File: config.mk
export PLATFORM = sky130hd
export DESIGN_NAME = pcm_error_feedback_quantizer_flat
export DESIGN_NICKNAME = d
export VERILOG_FILES = /design/src/rtl/pefq_pkg.sv /design/src/rtl/pefq_if.sv /design/src/rtl/pefq_lane.sv /design/src/rtl/pefq_merge.sv /design/src/rtl/pefq_outq.sv /design/src/rtl/pcm_error_feedback_quantizer.sv /design/src/flat_wrapper.sv
export SDC_FILE = /design/constraint.sdc
export NUM_CORES = 1
export LEC_CHECK = 0
export ABC_AREA = 1
export BUFFER_PORTS_ARGS = -buffer_cell sky130_fd_sc_hd__buf_2
export CAP_MARGIN = 20
export CORE_MARGIN = 2
export CORE_UTILIZATION = 30
export DETAILED_ROUTE_END_ITERATION = 16
export HOLD_SLACK_MARGIN = 0.05
export PLACE_DENSITY = 0.46
export SLEW_MARGIN = 10
export SYNTH_ARGS = -nofsm -noshare
export SYNTH_HDL_FRONTEND = slang
export SYNTH_SLANG_ARGS = --single-unit
File: constraint.sdc
create_clock -name clk -period 19.1 [get_ports clk]
set_clock_uncertainty 0.15 [all_clocks]
set_input_delay 0.955 -clock clk [delete_from_list [all_inputs] [get_ports clk]]
set_output_delay 0.955 -clock clk [all_outputs]
set_load 0.01 [all_outputs]
File: src/rtl/pefq_pkg.sv
// Shared constants, payload types and derived limits of the error-feedback requantiser.
// No dependencies; the interfaces and every module import this package.
`default_nettype none

package pefq_pkg;

	// format of the datapath
	localparam int OUT_BITS  = 16;
	localparam int FRAC_BITS = 28;
	localparam int SMP_W     = 32;
	localparam int PCM_W     = 16;
	localparam int CNT_W     = 32;
	localparam int PEAK_W    = 31;
	localparam int DROP_BITS = FRAC_BITS + 1 - OUT_BITS;
	localparam int EXT_W     = SMP_W + 2;

	// lanes: left first, then right
	localparam int LANES    = 2;
	localparam int LANE_L   = 0;
	localparam int LANE_R   = 1;
	localparam int CLIP_N_W = $clog2(LANES + 1);

	// output queue
	localparam int OQ_DEPTH = 3;
	localparam int OQ_PTR_W = $clog2(OQ_DEPTH);
	localparam int OQ_CNT_W = $clog2(OQ_DEPTH + 1);

	localparam logic signed [EXT_W-1:0] Q_ONE      = EXT_W'(longint'(1) << FRAC_BITS);
	localparam logic signed [EXT_W-1:0] NEG_Q_ONE  = EXT_W'(-(longint'(1) << FRAC_BITS));
	localparam logic signed [EXT_W-1:0] CLIP_HI    = EXT_W'((longint'(1) << FRAC_BITS) - 1);
	localparam logic signed [EXT_W-1:0] ERR_HI_OFS =
		EXT_W'((longint'(1) << FRAC_BITS) - (longint'(1) << DROP_BITS));
	localparam logic signed [EXT_W-1:0] ERR_MAX    = EXT_W'((longint'(1) << (SMP_W - 1)) - 1);
	localparam logic signed [EXT_W-1:0] ERR_MIN    = EXT_W'(-(longint'(1) << (SMP_W - 1)));
	localparam logic signed [EXT_W-1:0] PEAK_MAX_X = EXT_W'((longint'(1) << PEAK_W) - 1);

	localparam logic signed [SMP_W-1:0] ERR_LIM     = SMP_W'(longint'(1) << (OUT_BITS - 1));
	localparam logic signed [SMP_W-1:0] NEG_ERR_LIM = SMP_W'(-(longint'(1) << (OUT_BITS - 1)));

	localparam logic signed [OUT_BITS-1:0] LVL_MAX = {1'b0, {(OUT_BITS - 1){1'b1}}};
	localparam logic signed [OUT_BITS-1:0] LVL_MIN = {1'b1, {(OUT_BITS - 1){1'b0}}};

	// what one lane found for its channel
	typedef struct packed {
		logic signed [PCM_W-1:0] pcm;
		logic                    clip;
		logic                    peak_ok;
		logic [PEAK_W-1:0]       excess;
	} lane_res_t;

	// one result beat
	typedef struct packed {
		logic signed [PCM_W-1:0] left_pcm;
		logic signed [PCM_W-1:0] right_pcm;
		logic [CNT_W-1:0]        clip_total;
		logic [PEAK_W-1:0]       clip_peak;
	} pcm_beat_t;

endpackage

`default_nettype wire

File: src/rtl/pefq_if.sv
// Valid/ready channel interfaces: sample pairs in, PCM results out.
// Depends on pefq_pkg for field widths.
`default_nettype none

interface pefq_smp_if;
	import pefq_pkg::*;
	logic                    valid;
	logic                    ready;
	logic signed [SMP_W-1:0] left_sample;
	logic signed [SMP_W-1:0] right_sample;
	logic                    stereo;
	logic                    frame_start;
	logic                    restart;

	modport source (output valid, left_sample, right_sample, stereo, frame_start, restart,
		input ready);
	modport sink (input valid, left_sample, right_sample, stereo, frame_start, restart,
		output ready);
endinterface

interface pefq_pcm_if;
	import pefq_pkg::*;
	logic                    valid;
	logic                    ready;
	logic signed [PCM_W-1:0] left_pcm;
	logic signed [PCM_W-1:0] right_pcm;
	logic [CNT_W-1:0]        clip_total;
	logic [PEAK_W-1:0]       clip_peak;

	modport source (output valid, left_pcm, right_pcm, clip_total, clip_peak, input ready);
	modport sink (input valid, left_pcm, right_pcm, clip_total, clip_peak, output ready);
endinterface

`default_nettype wire

File: src/rtl/pefq_lane.sv
// One channel lane: error feedback, clip to [-1, 1), truncation and the channel's error register.
// Depends on pefq_pkg.
`default_nettype none

module pefq_lane import pefq_pkg::*; (
	input  logic                    clk,
	input  logic                    arst_n,
	input  logic                    en,
	input  logic                    active,
	input  logic                    restart,
	input  logic signed [SMP_W-1:0] sample,
	output lane_res_t               res
);

	logic signed [SMP_W-1:0]          err_q;
	logic signed [SMP_W-1:0]          err_eff;
	logic signed [SMP_W-1:0]          err_new;
	logic signed [EXT_W-1:0]          sum;
	logic signed [EXT_W-1:0]          e_sel;
	logic signed [EXT_W-1:0]          x_sel;
	logic                             hi;
	logic                             lo;
	logic                             eligible;
	logic signed [OUT_BITS-1:0]       level;
	logic [OUT_BITS+PCM_W-1:0]        lvl_ext;
	logic [PEAK_W-1:0]                x_sat;

	always_comb begin
		err_eff = restart ? '0 : err_q;
		sum     = EXT_W'(sample) + EXT_W'(err_eff);
		hi      = sum >= Q_ONE;
		lo      = sum < NEG_Q_ONE;

		priority if (hi) begin
			level = LVL_MAX;
			e_sel = sum - ERR_HI_OFS;
			x_sel = sum - CLIP_HI;
		end else if (lo) begin
			level = LVL_MIN;
			e_sel = sum + Q_ONE;
			x_sel = NEG_Q_ONE - sum;
		end else begin
			// in range: the dropped low bits are the new error
			level = sum[DROP_BITS +: OUT_BITS];
			e_sel = {{(EXT_W - DROP_BITS){1'b0}}, sum[DROP_BITS-1:0]};
			x_sel = '0;
		end

		if (e_sel > ERR_MAX) begin
			err_new = ERR_MAX[SMP_W-1:0];
		end else if (e_sel < ERR_MIN) begin
			err_new = ERR_MIN[SMP_W-1:0];
		end else begin
			err_new = e_sel[SMP_W-1:0];
		end

		x_sat    = (x_sel > PEAK_MAX_X) ? '1 : x_sel[PEAK_W-1:0];
		eligible = (err_eff > NEG_ERR_LIM) && (err_eff < ERR_LIM);
		lvl_ext  = {{PCM_W{level[OUT_BITS-1]}}, level};

		res.pcm     = active ? lvl_ext[PCM_W-1:0] : '0;
		res.clip    = active && (hi || lo);
		res.peak_ok = active && (hi || lo) && eligible;
		res.excess  = x_sat;
	end

	always_ff @(posedge clk or negedge arst_n) begin
		if (!arst_n) begin
			err_q <= '0;
		end else if (en) begin
			if (active) begin
				err_q <= err_new;
			end else if (restart) begin
				err_q <= '0;
			end
		end
	end

`ifndef NO_ASSERTIONS
	// an unclipped sample leaves only the truncated low bits behind
	a_small_err: assert property (@(posedge clk) disable iff (!arst_n)
		(en && active && !(hi || lo)) |=> (err_q[SMP_W-1:DROP_BITS] == '0))
		else $error("lane error wider than the dropped bits after an unclipped sample");
`endif

endmodule

`default_nettype wire

File: src/rtl/pefq_merge.sv
// Merge stage: combines the lanes' clip flags and excesses into the clip count and frame peak.
// Depends on pefq_pkg.
`default_nettype none

module pefq_merge import pefq_pkg::*; (
	input  logic      clk,
	input  logic      arst_n,
	input  logic      en,
	input  logic      restart,
	input  logic      frame_start,
	input  lane_res_t res [LANES],
	output pcm_beat_t beat
);

	logic [CNT_W-1:0]    cnt_q;
	logic [PEAK_W-1:0]   peak_q;
	logic [CNT_W-1:0]    cnt_base;
	logic [CNT_W:0]      cnt_sum;
	logic [CNT_W-1:0]    cnt_new;
	logic [CLIP_N_W-1:0] nclip;
	logic [PEAK_W-1:0]   pk_new;

	always_comb begin
		nclip  = '0;
		pk_new = frame_start ? '0 : peak_q;
		// left before right; the max does not care
		for (int i = 0; i < LANES; i++) begin
			nclip = nclip + CLIP_N_W'(res[i].clip);
			if (res[i].peak_ok && (res[i].excess > pk_new)) begin
				pk_new = res[i].excess;
			end
		end
		cnt_base = restart ? '0 : cnt_q;
		cnt_sum  = (CNT_W + 1)'(cnt_base) + (CNT_W + 1)'(nclip);
		cnt_new  = cnt_sum[CNT_W] ? '1 : cnt_sum[CNT_W-1:0];

		beat.left_pcm   = res[LANE_L].pcm;
		beat.right_pcm  = res[LANE_R].pcm;
		beat.clip_total = cnt_new;
		beat.clip_peak  = pk_new;
	end

	always_ff @(posedge clk or negedge arst_n) begin
		if (!arst_n) begin
			cnt_q  <= '0;
			peak_q <= '0;
		end else if (en) begin
			cnt_q  <= cnt_new;
			peak_q <= pk_new;
		end
	end

`ifndef NO_ASSERTIONS
	// saturating count never goes down unless restarted
	a_cnt_mono: assert property (@(posedge clk) disable iff (!arst_n)
		(en && !restart) |=> (cnt_q >= $past(cnt_q)))
		else $error("clip count fell without a restart");
`endif

endmodule

`default_nettype wire

File: src/rtl/pefq_outq.sv
// Three-entry output queue driving the PCM result channel.
// Depends on pefq_pkg and pefq_pcm_if.
`default_nettype none

module pefq_outq import pefq_pkg::*; (
	input  logic                clk,
	input  logic                arst_n,
	input  logic                push,
	input  pcm_beat_t           din,
	pefq_pcm_if.source          pcm,
	output logic [OQ_CNT_W-1:0] count
);

	pcm_beat_t           mem [OQ_DEPTH];
	pcm_beat_t           head;
	logic [OQ_PTR_W-1:0] wr_q;
	logic [OQ_PTR_W-1:0] rd_q;
	logic [OQ_CNT_W-1:0] count_q;
	logic                pop;

	function automatic logic [OQ_PTR_W-1:0] ptr_inc(input logic [OQ_PTR_W-1:0] p);
		return (p == OQ_PTR_W'(OQ_DEPTH - 1)) ? '0 : p + 1'b1;
	endfunction

	assign head           = mem[rd_q];
	assign pcm.valid      = count_q != '0;
	assign pcm.left_pcm   = head.left_pcm;
	assign pcm.right_pcm  = head.right_pcm;
	assign pcm.clip_total = head.clip_total;
	assign pcm.clip_peak  = head.clip_peak;
	assign pop            = pcm.valid && pcm.ready;
	assign count          = count_q;

	always_ff @(posedge clk) begin
		if (push) begin
			mem[wr_q] <= din;
		end
	end

	always_ff @(posedge clk or negedge arst_n) begin
		if (!arst_n) begin
			wr_q    <= '0;
			rd_q    <= '0;
			count_q <= '0;
		end else begin
			if (push) begin
				wr_q <= ptr_inc(wr_q);
			end
			if (pop) begin
				rd_q <= ptr_inc(rd_q);
			end
			unique case ({push, pop})
				2'b10:   count_q <= count_q + 1'b1;
				2'b01:   count_q <= count_q - 1'b1;
				default: count_q <= count_q;
			endcase
		end
	end

`ifndef NO_ASSERTIONS
	a_no_overflow: assert property (@(posedge clk) disable iff (!arst_n)
		(push && !pop) |-> (count_q != OQ_CNT_W'(OQ_DEPTH)))
		else $error("output queue written while full");
`endif

endmodule

`default_nettype wire

File: src/rtl/pcm_error_feedback_quantizer.sv
// Error-feedback requantiser, Q4.28 sample pairs to 16-bit PCM: two channel lanes, merge, queue.
// Depends on pefq_pkg, pefq_if, pefq_lane, pefq_merge and pefq_outq.
//
// Usage
//  smp : sink of sample-pair beats (left_sample, right_sample, stereo, frame_start, restart).
//  pcm : source of result beats (left_pcm, right_pcm, clip_total, clip_peak); left_pcm is
//        packed first. right_pcm is zero for a mono beat.
//  Path: a taken beat is held in the lane stage register, then written to the output queue,
//        and shows on pcm from then on until the receiver, when ready, takes it.
//  Throughput: one beat per cycle while the output queue has room. The error loop (sample
//        plus carried error, clip, truncate) closes inside each lane into its error register;
//        clip count and frame peak are updated in the merge stage from the lane stage register.
//  Stall: results collect in a 3-entry queue. smp.ready is taken from registered state only
//        and drops once the queue plus the beat in the lane stage would fill it. With pcm.ready
//        high beats flow at full rate; a receiver stall backs up into smp.ready, and nothing
//        is lost under a long stall.
//  Reset (arst_n low): both error registers, the clip count and the peak clear, and the
//        pipeline and queue empty. restart on a beat clears errors and count before that beat
//        is processed; frame_start clears the peak likewise.
`default_nettype none

module pcm_error_feedback_quantizer import pefq_pkg::*; (
	input  logic       clk,
	input  logic       arst_n,
	pefq_smp_if.sink   smp,
	pefq_pcm_if.source pcm
);

	logic                    accept;
	logic [OQ_CNT_W-1:0]     oq_count;
	logic [OQ_CNT_W:0]       in_flight;
	logic signed [SMP_W-1:0] lane_smp [LANES];
	logic                    lane_act [LANES];
	lane_res_t               lane_res [LANES];

	// lane stage register
	logic                    valid_s1;
	lane_res_t               res_s1 [LANES];
	logic                    restart_s1;
	logic                    frame_start_s1;

	pcm_beat_t               merged;

	// room check counts the beat held in the lane stage as already queued
	assign in_flight = (OQ_CNT_W + 1)'(oq_count) + (OQ_CNT_W + 1)'(valid_s1);
	assign smp.ready = in_flight < (OQ_CNT_W + 1)'(OQ_DEPTH);
	assign accept    = smp.valid && smp.ready;

	always_comb begin
		lane_smp[LANE_L] = smp.left_sample;
		lane_smp[LANE_R] = smp.right_sample;
		lane_act[LANE_L] = 1'b1;
		lane_act[LANE_R] = smp.stereo;
	end

	// one requantiser per channel, side by side
	for (genvar i = 0; i < LANES; i++) begin : g_lane
		pefq_lane u_lane (
			.clk     (clk),
			.arst_n  (arst_n),
			.en      (accept),
			.active  (lane_act[i]),
			.restart (smp.restart),
			.sample  (lane_smp[i]),
			.res     (lane_res[i])
		);
	end

	always_ff @(posedge clk or negedge arst_n) begin
		if (!arst_n) begin
			valid_s1 <= 1'b0;
		end else begin
			valid_s1 <= accept;
		end
	end

	always_ff @(posedge clk) begin
		if (accept) begin
			res_s1         <= lane_res;
			restart_s1     <= smp.restart;
			frame_start_s1 <= smp.frame_start;
		end
	end

	pefq_merge u_merge (
		.clk         (clk),
		.arst_n      (arst_n),
		.en          (valid_s1),
		.restart     (restart_s1),
		.frame_start (frame_start_s1),
		.res         (res_s1),
		.beat        (merged)
	);

	// the lane stage always drains: room was reserved when the beat was taken
	pefq_outq u_outq (
		.clk    (clk),
		.arst_n (arst_n),
		.push   (valid_s1),
		.din    (merged),
		.pcm    (pcm),
		.count  (oq_count)
	);

`ifndef NO_ASSERTIONS
	a_s1_follows: assert property (@(posedge clk) disable iff (!arst_n)
		accept |=> valid_s1)
		else $error("accepted beat missing from the lane stage");
	a_room: assert property (@(posedge clk) disable iff (!arst_n)
		valid_s1 |-> (oq_count != OQ_CNT_W'(OQ_DEPTH) || (pcm.valid && pcm.ready)))
		else $error("lane stage beat with no room in the output queue");
`endif

endmodule

`default_nettype wire

File: src/flat_wrapper.sv
// flat-port wrapper written by rule: the top's interface ports become plain ports
module pcm_error_feedback_quantizer_flat import pefq_pkg::*;
  (clk, arst_n, smp_valid, smp_left_sample, smp_right_sample, smp_stereo, smp_frame_start, smp_restart, smp_ready, pcm_valid, pcm_left_pcm, pcm_right_pcm, pcm_clip_total, pcm_clip_peak, pcm_ready);
  pefq_smp_if smp_i ();
  pefq_pcm_if pcm_i ();
  input  logic clk;
  input  logic arst_n;
  input wire logic [$bits(smp_i.valid)-1:0] smp_valid;
  input wire logic [$bits(smp_i.left_sample)-1:0] smp_left_sample;
  input wire logic [$bits(smp_i.right_sample)-1:0] smp_right_sample;
  input wire logic [$bits(smp_i.stereo)-1:0] smp_stereo;
  input wire logic [$bits(smp_i.frame_start)-1:0] smp_frame_start;
  input wire logic [$bits(smp_i.restart)-1:0] smp_restart;
  output wire logic [$bits(smp_i.ready)-1:0] smp_ready;
  output wire logic [$bits(pcm_i.valid)-1:0] pcm_valid;
  output wire logic [$bits(pcm_i.left_pcm)-1:0] pcm_left_pcm;
  output wire logic [$bits(pcm_i.right_pcm)-1:0] pcm_right_pcm;
  output wire logic [$bits(pcm_i.clip_total)-1:0] pcm_clip_total;
  output wire logic [$bits(pcm_i.clip_peak)-1:0] pcm_clip_peak;
  input wire logic [$bits(pcm_i.ready)-1:0] pcm_ready;
  assign smp_i.valid = smp_valid;
  assign smp_i.left_sample = smp_left_sample;
  assign smp_i.right_sample = smp_right_sample;
  assign smp_i.stereo = smp_stereo;
  assign smp_i.frame_start = smp_frame_start;
  assign smp_i.restart = smp_restart;
  assign smp_ready = smp_i.ready;
  assign pcm_valid = pcm_i.valid;
  assign pcm_left_pcm = pcm_i.left_pcm;
  assign pcm_right_pcm = pcm_i.right_pcm;
  assign pcm_clip_total = pcm_i.clip_total;
  assign pcm_clip_peak = pcm_i.clip_peak;
  assign pcm_i.ready = pcm_ready;
  pcm_error_feedback_quantizer u_core (.clk(clk), .arst_n(arst_n), .smp(smp_i), .pcm(pcm_i));
endmodule
==> results of run 1 <==
-- sequential cells by signal, summed over array words and instances (netlist names) --
signal,count
u_core.u_outq.mem,285
u_core.frame_start_s1,1
u_core.u_merge.cnt_q,32
u_core.restart_s1,1
u_core.u_merge.peak_q,31
u_core.u_outq.wr_q,2
u_core.valid_s1,1
u_core.u_outq.rd_q,2
u_core.res_s1,98
u_core.g_lane.u_lane.err_q,64
u_core.u_outq.count,2
-- worst max-delay path, stage by stage, from the launching register on --
cell	delay [ns]
edfxtp_1	0.38
inv_1	0.76
nand2_1	0.21
ha_1	0.37
nand2_1	0.09
o21ai_0	0.16
a21oi_1	0.09
or2_2	0.27
a21boi_0	0.16
o21ai_0	0.11
o2111ai_1	0.12
nand3_1	0.10
nand2_1	0.10
nand3_2	0.29
o21ai_0	0.33
ha_1	0.29
nand2_1	0.13
nor2_1	0.06
a211oi_1	0.22
o21ai_0	0.15
a221oi_1	0.31
o21ai_0	0.19
nand3_1	0.10
nand4_1	0.08
nand2_1	0.13
inv_1	0.18
buf_4	0.31
o21ai_0	0.69
-- logic make-up (layout without fill, tap and decap cells) --
family,after synthesis,in the layout,synth area share (%)
simple gates,2326,2326,29.4
buf+inv,718,868,8.39
compound gates,563,563,9.71
flops,519,519,44.2
fa+ha+maj,141,141,5.30
xor+xnor,110,110,2.97
mux,1,1,0.0297
-- cell usage in the layout, fill, tap and decap left out, types with 24 or more instances in the layout --
master     netlist  final
dfrtp_1        134    131
clkbuf_16        0     57
buf_4           11     29
nor3_1          61     58
edfxtp_1       385    385
nand2_1       1367   1366
a21oi_1        142    142
o211ai_1       105    105
buf_2           28    166
inv_1          542    541
nand3_1        346    345
nor2_1         340    340
nand4_1         81     81
nand2_2         31     31
o21ai_0        244    244
xor2_1          88     88
nor4_1          24     24
ha_1           138    138
-- worst min path at each step --
stage / endpoint / slack (ns)
after global placement: u_core.u_outq.mem[1][83] / 0.31
after global routing: u_core.u_outq.wr_q[1] / 0.25
final: u_core.u_merge.peak_q[28] / 0.23
after floorplan: u_core.u_outq.mem[0][63] / 0.29
after CTS: u_core.u_outq.wr_q[0] / 0.22
after detailed placement: u_core.u_outq.mem[1][91] / 0.31
-- cell type report --
cell class              count  area, um^2
well taps                1500        1880
multi-input cells        3141       16000
flip-flops and latches    519       14900
repair buffers            196        1060
fillers                 12024       74100
clock inverters            31         370
clock buffers              77        1550
inverters                 564        2130
-- layer usage --
| layer | vias to the layer above | wire length, um | GRT usage, % |
|---|---|---|---|
| met5 | - | 0 | 0 |
| met4 | 0 | 2690 | 4.75 |
| met3 | 117 | 4400 | 2.17 |
| met2 | 589 | 47100 | 28.1 |
| met1 | 13522 | 54100 | 27.3 |
| li1 | 14679 | - | - |
-- through the flow --
stage	total power [mW]	hold WS, ns
2_1_floorplan	4.57	0.290
3_3_place_gp	5.81	0.309
3_5_place_dp	5.83	0.310
4_1_cts	6.98	0.216
5_1_grt	7.52	0.249
6_report	6.90	0.232
-- where the power goes --
group          internal [mW]  switching (mW)
sequential              1.85           0.272
combinational           1.04            2.61
clock                  0.656           0.472
==> reports/results.ini, run 1 <==
[yosys]
ys_seq_area_share_pct=44.2
synth_edf_count=385
synth.top_cells.by_count=nand2_1 (1367), inv_1 (542), edfxtp_1 (385)
netlist_area_um2=33700
synth_nets=4590
synth.most_common_cell=nand2_1
synthArstFlopShare_pct=25.8
yosys.area.top_type=edfxtp_1
synth.avg_cell_area_um2=7.71
yosys_warnings=0
synth_flop_cell=edfxtp_1
synth_seq_cells=519
synthCells=4378
yosysUniqueCellTypes=65
synth.top_cell.area_share_pct=34.3
synthTopCellsByArea=edfxtp_1 (34%), nand2_1 (15%), dfrtp_1 (9.9%), inv_1 (6.0%), nand3_1 (5.1%)

[routing]
drt-total-wl_um=108000
dr_total_vias=28907
detail-route-antenna-nets=0
wl_per_cell_um=18.0
dr.pass1.iters=6
drc=0
vias_per_cell=4.80
drt-initial-drc-count=1878

[global_routing]
antenna_found_initial=0
grt_pass1_wl_um=166000
grt_pass1_vias=27332
overflow=0
grt_use_total_pct=18.4
grt_max_degree=75

[timing]
hold_violations=0
worst_pin_slew_ns=1.04
finalSetupTns_ns=0
fmax_mhz=145
final.setup.worst_slack_ns=12.18
maxSlewHeadroom_pct=30.5
post-route-period-util_pct=36.2
slew_viol_final=0
setup-violations-final=0
rsz0062_at_grt=no
fin_crit_ns=6.92

[final_layout]
diodes=0
layout-drive-gt1-share_pct=9.32
final_cells=6028
final_cell_area_um2=37900
fin_util_pct=33.9
syn2layout_area_growth_pct=12.4
nNetsFinal=4691

[critical_path]
r2r_slack_ns=12.18
endpoint_kind=flip-flop
required_ns=19.26
critPathKind=flip-flop to flip-flop
r2r-start=u_core.frame_start_s1
startpoint_type=flip-flop
crit_fanout=48
endpoint=u_core.u_outq.mem[1][26]
r2r-end=u_core.u_outq.mem[1][26]
rr_worst_depth=27
arrival_ns=7.07
crit_start=u_core.frame_start_s1

[die]
die_width_um=339
io_pins=168
num_rows=123
core-area_um2=112000
floorplan.initialDensity_pct=30.1
die_h_um=339
fp.dieArea_um2=115000

[pwr]
p_per_area_nw_per_um2=182
leakage_nw=17.0
ir_worst_vdd_uv=77.0

[worst_hold_path]
min_path_type=input pin to async pin

[clock_tree]
cts.sinks=519
cts_tree=done
cts_resized=0
postCtsSetupRepairBufs=0
cts_buffer_depth=3
clk_latency_ns=0.65
ctsHoldBuffers=0
clk_pin_slew_ns=0.06
htreeDepth=2
cts-root-buf=clkbuf_16
cts_made_buffers=57

[placement]
place_congestion=0.899
dpl-instance-area_um2=36000
io_buffers=167
place_inst=5920
dpl_worst_slack_ns=11.66
dpl.hpwl_um=80400

[job]
drv_cap=0

[status]
outcome=finished, final reports clean

(Power assumes the default switching activity.)
==> run 2, diff against run 1 <==
--- a/config.mk
+++ b/config.mk
@@ -12,7 +12,7 @@
 export CORE_UTILIZATION = 30
 export DETAILED_ROUTE_END_ITERATION = 16
 export HOLD_SLACK_MARGIN = 0.05
-export PLACE_DENSITY = 0.46
+export PLACE_DENSITY = 0.47
 export SLEW_MARGIN = 10
 export SYNTH_ARGS = -nofsm -noshare
 export SYNTH_HDL_FRONTEND = slang
==> constraint.sdc (replaced) <==
create_clock -name clk -period 5.7 [get_ports clk]
set_clock_uncertainty 0.15 [all_clocks]
set_input_delay 0.285 -clock clk [delete_from_list [all_inputs] [get_ports clk]]
set_output_delay 0.285 -clock clk [all_outputs]
set_load 0.01 [all_outputs]
==> reports/results.ini, run 2 (same netlist as run 1, synthesis figures left out) <==
[routing]
drc=0  ; unchanged
dr.pass1.iters=6  ; unchanged
dr_total_vias=29279  ; was 28907
drt-initial-drc-count=1969  ; was 1878
wl_per_cell_um=18.2  ; was 18.0 um
detail-route-antenna-nets=0  ; unchanged
vias_per_cell=4.80  ; about the same
dr_wl_met2_um=49400  ; was 47100 um
drt-total-wl_um=111000  ; was 108000 um
wirelength_met1_um=54900  ; was 54100 um
top_layer=met4  ; unchanged
wl_met3_um=4200  ; was 4400 um

[pwr]
switching_share_pct=48.5  ; was 48.7%
clkPwrFrac_pct=15.9  ; was 16.3%
ir_worst_vdd_uv=250  ; was 77.0 uV
p_comb_share_pct=54.1  ; was 53.0%
leakage_nw=17.4  ; was 17.0 nW
p_per_area_nw_per_um2=614  ; was 182 nW/um^2
power_mw=23.7  ; was 6.90 mW
p_seq_share_pct=30.0  ; was 30.7%
p_sw_mw=11.5  ; was 3.36 mW
p_int_mw=12.2  ; was 3.54 mW

[clock_tree]
cts_made_buffers=58  ; was 57
cts_buffer_depth=3  ; unchanged
postCtsSetupRepairBufs=0  ; unchanged
cts_tree=done  ; unchanged
htreeDepth=2  ; unchanged
clk_pin_slew_ns=0.07  ; was 0.06 ns
cts.sinks=519  ; unchanged
clk_latency_ns=0.66  ; was 0.65 ns
cts-root-buf=clkbuf_16  ; unchanged

[timing]
post-route-period-util_pct=92.1
hold_violations=0  ; unchanged
timing.hold.ws_ns=0.0548  ; was 0.232 ns
setup-violations-final=0  ; unchanged
slew_viol_final=0  ; unchanged
fmax_mhz=191
worst_pin_slew_ns=1.02  ; was 1.04 ns
fin_crit_ns=5.25
final.setup.worst_slack_ns=0.453  ; was 12.18 ns
rsz0062_at_grt=yes  ; was no
maxSlewHeadroom_pct=31.1  ; was 30.5%

[placement]
place_congestion=0.914  ; was 0.899
io_buffers=167  ; unchanged
place_inst=5987  ; was 5920
dpl_worst_slack_ns=0.376  ; was 11.66 ns
dpl.hpwl_um=82600  ; was 80400 um

[critical_path]
arrival_ns=5.61  ; was 7.07 ns
r2r_slack_ns=0.46  ; was 12.18 ns
crit_fanout=15  ; was 48
critPathKind=input pin to flip-flop  ; was flip-flop to flip-flop
startpoint_type=input pin  ; was flip-flop
r2r-end=u_core.u_outq.mem[2][2]  ; was u_core.u_outq.mem[1][26]
endpoint_kind=flip-flop  ; unchanged
required_ns=6.07  ; was 19.26 ns
rr_worst_depth=26  ; was 27
r2r-start=u_core.frame_start_s1  ; unchanged

[die]
die_width_um=339  ; unchanged
floorplan.initialDensity_pct=30.1  ; unchanged
die_h_um=339  ; unchanged
fp.dieArea_um2=115000  ; unchanged
io_pins=168  ; unchanged
num_rows=123  ; unchanged
core-area_um2=112000  ; unchanged

[status]
outcome=finished, final reports clean  ; unchanged

[final_layout]
largest_reg_flops=285  ; unchanged
fin_util_pct=34.5  ; was 33.9%
final_common_cell=nand2_1  ; unchanged
nNetsFinal=4765  ; was 4691
final_cells=6103  ; was 6028
diodes=0  ; unchanged
syn2layout_area_growth_pct=14.5  ; was 12.4%
mostFrequentLayoutCells=nand2_1 (1366), inv_1 (542), edfxtp_1 (385)  ; was nand2_1 (1366), inv_1 (541), edfxtp_1 (385)
layout-drive-gt1-share_pct=10.8  ; was 9.32%
top_regs=u_core.u_outq.mem (285), u_core.res_s1 (98), u_core.g_lane.u_lane.err_q (64)  ; unchanged
max_flop_register=u_core.u_outq.mem  ; unchanged

[global_routing]
antenna_found_initial=3  ; was 0
grt_max_degree=96  ; was 75
grt_pass1_wl_um=170000  ; was 166000 um
overflow=0  ; unchanged
grt_pass1_vias=28117  ; was 27332
grt_use_total_pct=18.8  ; was 18.4%

[job]
drv_cap=0  ; unchanged

[worst_hold_path]
min_path_type=input pin to async pin  ; unchanged

## run 2: worst max path at each step
stage / depth (start not counted) / endpoint / from
CTS: 26 / u_core.u_outq.mem[1][18] / u_core.frame_start_s1
detailed placement: 27 / u_core.g_lane[1].u_lane.err_q[19] / smp_restart
finish: 28 / u_core.g_lane[1].u_lane.err_q[1] / smp_restart
floorplan: 6 / u_core.frame_start_s1 / u_core.valid_s1
global placement: 26 / u_core.u_outq.mem[1][18] / u_core.frame_start_s1
global route: 28 / u_core.u_merge.peak_q[29] / u_core.frame_start_s1
## run 2: layer usage
layer | track usage, % | up-vias
met5 | 0 | -
met4 | 4.07 | 0
met3 | 1.62 | 122
met2 | 29.7 | 658
met1 | 27.9 | 13673
li1 | - | 14826
## run 2: layout make-up
cell class	instances	area, um^2
inverters	564	2130
flip-flops and latches	519	14900
clock buffers	73	1550
multi-input cells	3142	16100
well taps	1500	1880
repair buffers	268	1710
clock inverters	37	387
fillers	12016	73400
## run 2: power by group through the flow
stage | registers [mW] | clock network, mW | logic (mW)
4_1_cts | 7.11 | 3.88 | 12.9
3_5_place_dp | 7.17 | 0 | 12.8
3_3_place_gp | 7.19 | 0 | 12.8
2_1_floorplan | 6.72 | 0 | 8.54
6_report | 7.11 | 3.77 | 12.8
5_1_grt | 7.24 | 4.02 | 14.5
## run 2: per-stage QoR
stage	setup TNS (ns)	area, um^2
floorplan	0	33700
global placement	0	36600
detailed placement	0	36600
CTS	0	38600
global route	-1.80	38600
finish	0	38600
## run 2: critical path, cell delays in order
cell and delay (ns):
dlygate4sd3_1 0.53, buf_2 0.19, buf_4 0.19, nor2_1 0.20, ha_1 0.27, inv_1 0.07, fa_1 0.39, inv_1 0.11
nand3_1 0.07, nand2_1 0.15, nand3_1 0.09, nand3_1 0.16, nand2_1 0.14, nand2_1 0.14, nand2_1 0.08, nand3b_1 0.10
nand2_2 0.08, inv_2 0.18, ha_1 0.25, inv_1 0.05, nor3_1 0.31, nand4_2 0.24, nand4_1 0.15, nand2_2 0.14
o21ai_2 0.71, nand3_1 0.15, nand2_1 0.09, nand2_1 0.06
## run 2: timing repair
action,CTS,global route
hold buffers,5,0
setup endpoints to repair,0,102
gates resized for setup,0,18
endpoints found under the hold margin,79,0
